`src/rtl/rbsi_pkg.sv`:
```
`timescale 1ns / 1ps
`default_nettype none
// ----------------------------------------------------------------------------
// rbsi_pkg
// shared widths, register indexes and item types for the ray/box slab test
// ----------------------------------------------------------------------------
package rbsi_pkg;

    localparam int FRAC_BITS_DEF = 16;

    localparam int NUM_AXES   = 3;
    localparam int NUM_LANES  = 2 * NUM_AXES;

    localparam int COORD_W    = 32;
    localparam int DIR_W      = 18;
    localparam int LEN_W      = 31;
    localparam int DIR_FRAC   = 16;
    localparam int DIFF_W     = COORD_W + 1;
    localparam int DELTA_W    = 33;
    localparam int MAG_W      = 33;
    localparam int REM_W      = MAG_W + 2;
    localparam int SUM2_W     = COORD_W + 3;
    localparam int DOTP_W     = DIR_W + SUM2_W;
    localparam int DOT_W      = DOTP_W + 2;
    localparam int EF_W       = 17;

    localparam int CFG_IDX_W  = 3;
    localparam int CFG_DATA_W = 32;
    localparam int BOX_DATA_W = 2 * NUM_AXES * COORD_W;
    localparam int RES_DATA_W = 120;

    typedef enum logic [CFG_IDX_W-1:0] {
        CFG_ORIGIN_X   = 3'd0,
        CFG_ORIGIN_Y   = 3'd1,
        CFG_ORIGIN_Z   = 3'd2,
        CFG_DIR_X      = 3'd3,
        CFG_DIR_Y      = 3'd4,
        CFG_DIR_Z      = 3'd5,
        CFG_SEG_LENGTH = 3'd6
    } cfg_idx_t;

    typedef logic [NUM_AXES-1:0][COORD_W-1:0]  coord3_t;
    typedef logic [NUM_AXES-1:0][DIR_W-1:0]    dir3_t;
    typedef logic [NUM_AXES-1:0][DELTA_W-1:0]  delta3_t;
    typedef logic [NUM_LANES-1:0][MAG_W-1:0]   mag6_t;

    typedef struct packed {
        logic [NUM_LANES-1:0] neg;
        logic [NUM_LANES-1:0] sat;
        logic [NUM_AXES-1:0]  zero;
        logic [NUM_AXES-1:0]  interior;
        logic                 reject;
        delta3_t              delta;
    } slab_side_t;

endpackage
`default_nettype wire

```
`src/rtl/rbsi_clip.sv`:
```
`timescale 1ns / 1ps
`default_nettype none
// ----------------------------------------------------------------------------
// rbsi_clip
// signed slab fractions and clipping of the entry/exit interval per axis
// ----------------------------------------------------------------------------
module rbsi_clip #(
    parameter int FRAC_BITS = rbsi_pkg::FRAC_BITS_DEF
) (
    input  logic                                          clk,
    input  logic                                          rst_n,
    input  logic                                          in_valid,
    output logic                                          in_ready,
    input  logic [rbsi_pkg::NUM_LANES-1:0][FRAC_BITS+1:0] quo,
    input  rbsi_pkg::slab_side_t                          side,
    output logic                                          out_valid,
    input  logic                                          out_ready,
    output logic                                          hit,
    output logic [FRAC_BITS+2:0]                          lo,
    output rbsi_pkg::delta3_t                             delta
);
    import rbsi_pkg::*;

    localparam int Q_W    = FRAC_BITS + 2;
    localparam int F_W    = FRAC_BITS + 3;
    localparam int STAGES = NUM_AXES + 1;
    localparam logic [Q_W-1:0]        LIM = Q_W'(1) << (FRAC_BITS + 1);
    localparam logic signed [F_W-1:0] ONE = F_W'(1) << FRAC_BITS;

    typedef struct packed {
        logic                           hit;
        logic [F_W-1:0]                 lo;
        logic [F_W-1:0]                 hi;
        logic [NUM_AXES-1:0][F_W-1:0]   fn;
        logic [NUM_AXES-1:0][F_W-1:0]   ff;
        logic [NUM_AXES-1:0]            zero;
        logic [NUM_AXES-1:0]            interior;
        delta3_t                        delta;
    } clip_stage_t;

    logic [STAGES-1:0] v_reg;
    logic [STAGES-1:0] en;
    clip_stage_t       st_reg [STAGES];
    clip_stage_t       st_first;

    assign in_ready = en[0];

    // saturate, apply sign and order near/far per axis
    always_comb begin
        logic [Q_W-1:0]        r;
        logic signed [F_W-1:0] f [NUM_LANES];
        for (int l = 0; l < NUM_LANES; l++) begin
            r    = (side.sat[l] || quo[l] > LIM) ? LIM : quo[l];
            f[l] = side.neg[l] ? -F_W'({1'b0, r}) : F_W'({1'b0, r});
        end
        st_first          = '0;
        st_first.hit      = !side.reject;
        st_first.lo       = '0;
        st_first.hi       = ONE;
        st_first.zero     = side.zero;
        st_first.interior = side.interior;
        st_first.delta    = side.delta;
        for (int a = 0; a < NUM_AXES; a++) begin
            if (f[2*a] > f[2*a+1])
            begin
                st_first.fn[a] = f[2*a+1];
                st_first.ff[a] = f[2*a];
            end
            else
            begin
                st_first.fn[a] = f[2*a];
                st_first.ff[a] = f[2*a+1];
            end
        end
    end

    always_ff @(posedge clk or negedge rst_n)
    begin
        if (!rst_n)
        begin
            v_reg[0] <= 1'b0;
        end
        else if (en[0])
        begin
            v_reg[0] <= in_valid;
        end
    end

    always_ff @(posedge clk)
    begin
        if (en[0])
        begin
            st_reg[0] <= st_first;
        end
    end

    for (genvar k = 0; k < STAGES; k++) begin : g_en
        if (k == STAGES - 1) begin : g_last
            assign en[k] = !v_reg[k] || out_ready;
        end else begin : g_mid
            assign en[k] = !v_reg[k] || en[k+1];
        end
    end

    for (genvar a = 0; a < NUM_AXES; a++) begin : g_axis
        clip_stage_t nx;

        always_comb begin
            logic signed [F_W-1:0] fn;
            logic signed [F_W-1:0] ff;
            logic signed [F_W-1:0] lo_c;
            logic signed [F_W-1:0] hi_c;
            logic signed [F_W-1:0] lo_n;
            logic signed [F_W-1:0] hi_n;
            nx   = st_reg[a];
            fn   = st_reg[a].fn[a];
            ff   = st_reg[a].ff[a];
            lo_c = st_reg[a].lo;
            hi_c = st_reg[a].hi;
            lo_n = (fn > lo_c) ? fn : lo_c;
            hi_n = (ff < hi_c) ? ff : hi_c;
            if (st_reg[a].hit)
            begin
                if (st_reg[a].zero[a])
                begin
                    nx.hit = st_reg[a].interior[a];
                end
                else if (fn > hi_c || ff < lo_c)
                begin
                    nx.hit = 1'b0;
                end
                else
                begin
                    nx.lo  = lo_n;
                    nx.hi  = hi_n;
                    nx.hit = !(lo_n > hi_n || lo_n > ONE);
                end
            end
        end

        always_ff @(posedge clk or negedge rst_n)
        begin
            if (!rst_n)
            begin
                v_reg[a+1] <= 1'b0;
            end
            else if (en[a+1])
            begin
                v_reg[a+1] <= v_reg[a];
            end
        end

        always_ff @(posedge clk)
        begin
            if (en[a+1])
            begin
                st_reg[a+1] <= nx;
            end
        end
    end

    assign out_valid = v_reg[STAGES-1];
    assign hit       = st_reg[STAGES-1].hit;
    assign lo        = st_reg[STAGES-1].lo;
    assign delta     = st_reg[STAGES-1].delta;

endmodule
`default_nettype wire

```
`config.mk`:
```
export PLATFORM = sky130hd
export DESIGN_NAME = rbsi_clip
export DESIGN_NICKNAME = d
export VERILOG_FILES = /design/src/rtl/rbsi_pkg.sv /design/src/rtl/rbsi_clip.sv
export SDC_FILE = /design/constraint.sdc
export NUM_CORES = 1
export LEC_CHECK = 0
export BUFFER_PORTS_ARGS = -buffer_cell sky130_fd_sc_hd__buf_2
export CAP_MARGIN = 20
export CORE_UTILIZATION = 62
export CTS_BUF_LIST = sky130_fd_sc_hd__clkbuf_8
export CTS_CLUSTER_DIAMETER = 50
export DETAILED_ROUTE_END_ITERATION = 12
export HOLD_SLACK_MARGIN = 0.12
export PLACE_DENSITY = 0.79
export SLEW_MARGIN = 10
export SYNTH_ARGS = -nofsm -noshare
export SYNTH_HDL_FRONTEND = slang
export SYNTH_SLANG_ARGS = --single-unit
```
`constraint.sdc`:
```
create_clock -name clk -period 12.4 [get_ports clk]
set_input_delay 1.24 -clock clk [delete_from_list [all_inputs] [get_ports clk]]
set_output_delay 1.24 -clock clk [all_outputs]
set_load 0.01 [all_outputs]
```
### Word-level counts from Yosys, hierarchy flattened

Memories as Yosys holds them, arrays and structs flattened.
Index checks and enable logic that the tools add are counted.

* bits in registers: 4
* memory bits (writable): 1032
* input bits: 230
* output and inout bits: 121
* word-level logic and storage cells: 109
* memories kept: 1

* $add $sub $neg: 6
* order comparisons: 27
* muxes and demuxes: 47
* reduce and logical (&&, ||, !) cells: 24

Memories
* st_reg: depth 4, bits a word 258, read ports 4, clocked after Yosys merged registers in 0, wr ports 4, RTL line rbsi_clip.sv:43 `clip_stage_t st_reg [STAGES];`

Operators by type and width (count)
* two-way mux 19 bit: 18
* > comparator 19 bit: 12
* two-way mux 38 bit: 6
* two-way mux 39 bit: 3
* < comparator 19 bit: 6
* negator 18 -> 19 bit: 6
* > comparator 18 bit (second input constant): 6
* two-way mux 18 bit: 6
* > comparator 19 x 18 -> 1 bit (second input constant): 3
* logical OR 1 bit: 16
* two-way mux 1 bit: 14
* logical NOT 1 bit: 8

### Depth between registers and ports, before layout

An unclocked memory read counts as a cell.

* depth after elaboration: 9
* depth in mapped cells: 24
* mapped depth without buffers: 20

### Worst setup path before layout

No wires, ideal clock.

* path type: input-to-reg
* start: in out_ready
* end: mem st_reg[0][0] (netlist name), enable pin
* setup time: 2.754 ns
* arrival: 7.552 ns
* data required time: 9.646 ns
* slack: 2.094 ns
* stages on the path: 2
* buffers on the path: 0
* cells stage by stage: nor2b_1 nand4_1

RTL lines
* from (decl): RTL line rbsi_clip.sv:17 `input logic out_ready,`
* to (decl): RTL line rbsi_clip.sv:43

==> metrics.yaml <==
status:
  status: "finished clean"
detailed_routing:
  drt_first_pass_iters: 7
  drc_errors: 0
  vias_per_cell: 5.94
  wl_um: 82000
  drt.antenna.violating_nets: 0
  vias: 22900
  wl_per_cell_um: 21.3
  drt_iter0_drc: 1788
global_route:
  grt_use_total_pct: 28.5
  grt_pass1_vias: 22300
  grt_overflow: 0
  antenna_found_initial: 11
  grt_max_degree: 79
  grt_pass1_wl_um: 124000
timing:
  timing.hold.ws_ns: 0.328
  worst_slew_pin_slew_ns: 1.09
  maxSlewViolCount: 0
  fin_crit_sh_pct: 56.4
  fin_crit_ns: 6.99
  rsz0062_at_grt: "false"
  skew_ns: 0.0464
  tns_ns: 0
  relSlewSlack_pct: 26.6
  worst_slack_ns: 5.41
  setup_viol: 0
  hold_viol: 0
  fmax_mhz: 143
synth:
  yosysUniqueCellTypes: 76
  ys_ff_latch: 739
  yosysMostFrequentCell: "edfxtp_1"
  yosysTopAreaCellShare_pct: 62.7
  synth_top_cell_by_area: "edfxtp_1"
  yosysWarnings: 0
  syn-cell-area_sq_mm: 0.0352
  synthMuxAreaShare_pct: 5.56
  synth_top_family_by_area: "adder cells"
  synth.area.top_cells: "edfxtp_1 63%, ha_1 9.6%, mux2_2 3.5%"
  synth_top_flop_cell: "edfxtp_1"
  seq_area_frac_synth_pct: 63.0
  synthAdderAreaFrac_pct: 9.56
  synth_xor_area_share_pct: 1.44
  yosys.area_share.simple_pct: 9.01
  async_reset_ff_share_pct: 0.541
  syn_inst: 2589
  synth_edf_count: 735
  synth_compound_area_share_pct: 8.97
  synth_area_per_cell_sq_um: 13.6
  synth_common_cells: "735 x edfxtp_1, 269 x ha_1, 164 x nor2_1, 159 x inv_1, 152 x nand2_1"
floorplanning:
  die-area_sq_mm: 0.0577
  fp.dieW_um: 240
  initial_utilization_pct: 63.3
  die_h_um: 240
  core-area_sq_mm: 0.0556
  ioPinCount: 351
  rows: 86
power_and_ir_drop:
  powerDensity_mw_per_mm2: 171
  power_leakage_nw: 16.2
  ir_drop_mv: 0.0994
layout:
  final_cells: 3846
  synthToLayoutAreaGrowth_pct: 13.3
  drive_gt1_share_pct: 21.5
  largest_reg_flops: 735
  layout.nets: 3507
placement:
  placedCellCount: 3644
  preCtsSetupSlack_ns: 4.85
  port_buffers: 350
  hpwlAfterDp_um: 61200
  gp_congestion: 0.978
clock_network:
  clk_latency_ns: 0.71
  clk_pin_slew_ns: 0.07
  root_buffer: "clkbuf_8"
  cts_max_level: 3
  clock-sinks: 739
  cts.path.max_buffers: 3
  hold_buffers: 0
  cts_tree: "yes"
  cts-resized-gates: 0
  cts_buffers: 109
  cts_setup_buffers: 0
critical_path:
  cp.required_ns: 12.82
  reg2reg_to: "st_reg[2][257]$_SDFFCE_PN0P_"
  end_kind: "register"
  crit_end: "st_reg[0][214]$_DFFE_PP_"
  worstPathArrival_ns: 7.41
  ff2ff_setup_slack_ns: 6.17
  timing.rr.start: "st_reg[1][256]$_SDFFCE_PP0P_"
  r2r_cells: 17
  startpoint_type: "input port"
  worst-path-max-fanout: 27
  critical_path_class: "in2reg"
  crit_start: "quo[74]"
hold_path:
  hp-class: "in2async"
job:
  maxCapViolations: 0
## stage by stage
stage | area [sq um] | power [W] | utilization [%]
floorplan | 35200 | 0.00452 | -
global placement | 37900 | 0.00496 | 68.1
detailed placement | 37900 | 0.00504 | 68.1
CTS | 39900 | 0.00683 | 71.6
global route | 39900 | 0.00716 | 71.6
finish | 39900 | 0.00680 | 71.7
## critical path: stages
cell and delay [ns]:
buf_2 0.13, nor4_2 0.49, nand3_2 0.23, or4_4 0.58, or3_4 0.37, a21oi_4 0.29, nand2_1 0.15, ha_1 0.31
nor2_1 0.46, nor2_1 0.20, a221o_1 0.34, inv_1 0.07, ha_1 0.24, nand4_1 0.11, or2_2 0.13, nor2_1 0.06
a221oi_1 0.31, o221ai_1 0.24, o21ai_4 0.62, buf_4 0.43, mux2_2 0.39
## layout by cell type (no fill, tap or decap), types with 29 or more instances in the layout
cell,count
nor2b_1,36
mux2_2,108
nor4_1,33
ha_1,269
nand2_1,151
clkbuf_8,110
nand3_1,44
o21ai_0,113
buf_2,350
a21oi_1,119
inv_1,189
a21o_1,44
and2_1,29
nand2b_1,29
mux2i_1,74
nor2_1,164
clkinv_1,31
xor2_1,52
edfxtp_1,735
nand4_1,51
## worst min-delay path by stage
stage          cells after the start  slack [ns]                     start                       end
3_5_place_dp                       0        0.40  st_reg[0][154]$_DFFE_PP_  st_reg[1][154]$_DFFE_PP_
6_report                           1        0.33                     rst_n     out_valid$_DFFE_PN0P_
3_3_place_gp                       0        0.40   st_reg[0][78]$_DFFE_PP_   st_reg[1][78]$_DFFE_PP_
2_1_floorplan                      0        0.40    st_reg[0][0]$_DFFE_PP_    st_reg[1][0]$_DFFE_PP_
5_1_grt                            1        0.29                     rst_n     out_valid$_DFFE_PN0P_
4_1_cts                            1        0.27                     rst_n     out_valid$_DFFE_PN0P_
## cell families (layout without fill, tap and decap cells)
group,after synthesis,count (layout)
AND/OR/NAND/NOR,636,636
AO/OA/AOI/OAI,479,479
multiplexers,182,182
flip-flops,739,739
other,1,10
XOR/XNOR,58,58
buffers and inverters,225,725
adder cells (fa/ha/maj),269,269
## power by group
part	switching, W	internal (W)	total, W
Clock	0.000879	0.000895	0.00177
Combinational	0.000911	0.000639	0.00155
Sequential	0.000244	0.00323	0.00348
## layout make-up
class                      count  area, sq um
clock inverter                85          479
inverter                     160          603
sequential                   739        22200
timing repair buffer         370         1900
antenna                        6         15.0
tap                          748          936
clock buffer                 110         1510
multi-input combinational   1628        12300
fill                        3680        15800
## per-layer routing
metal / vias to the layer above / GRT usage, % / wire length (um)
met4: 14 / 11.6 / 2750
met3: 178 / 5.06 / 5840
met5: - / 0 / 110
met1: 11000 / 38.4 / 34600
met2: 941 / 46.1 / 38700
li1: 10800 / - / -
No activity file was read; power rests on OpenSTA's default activity.
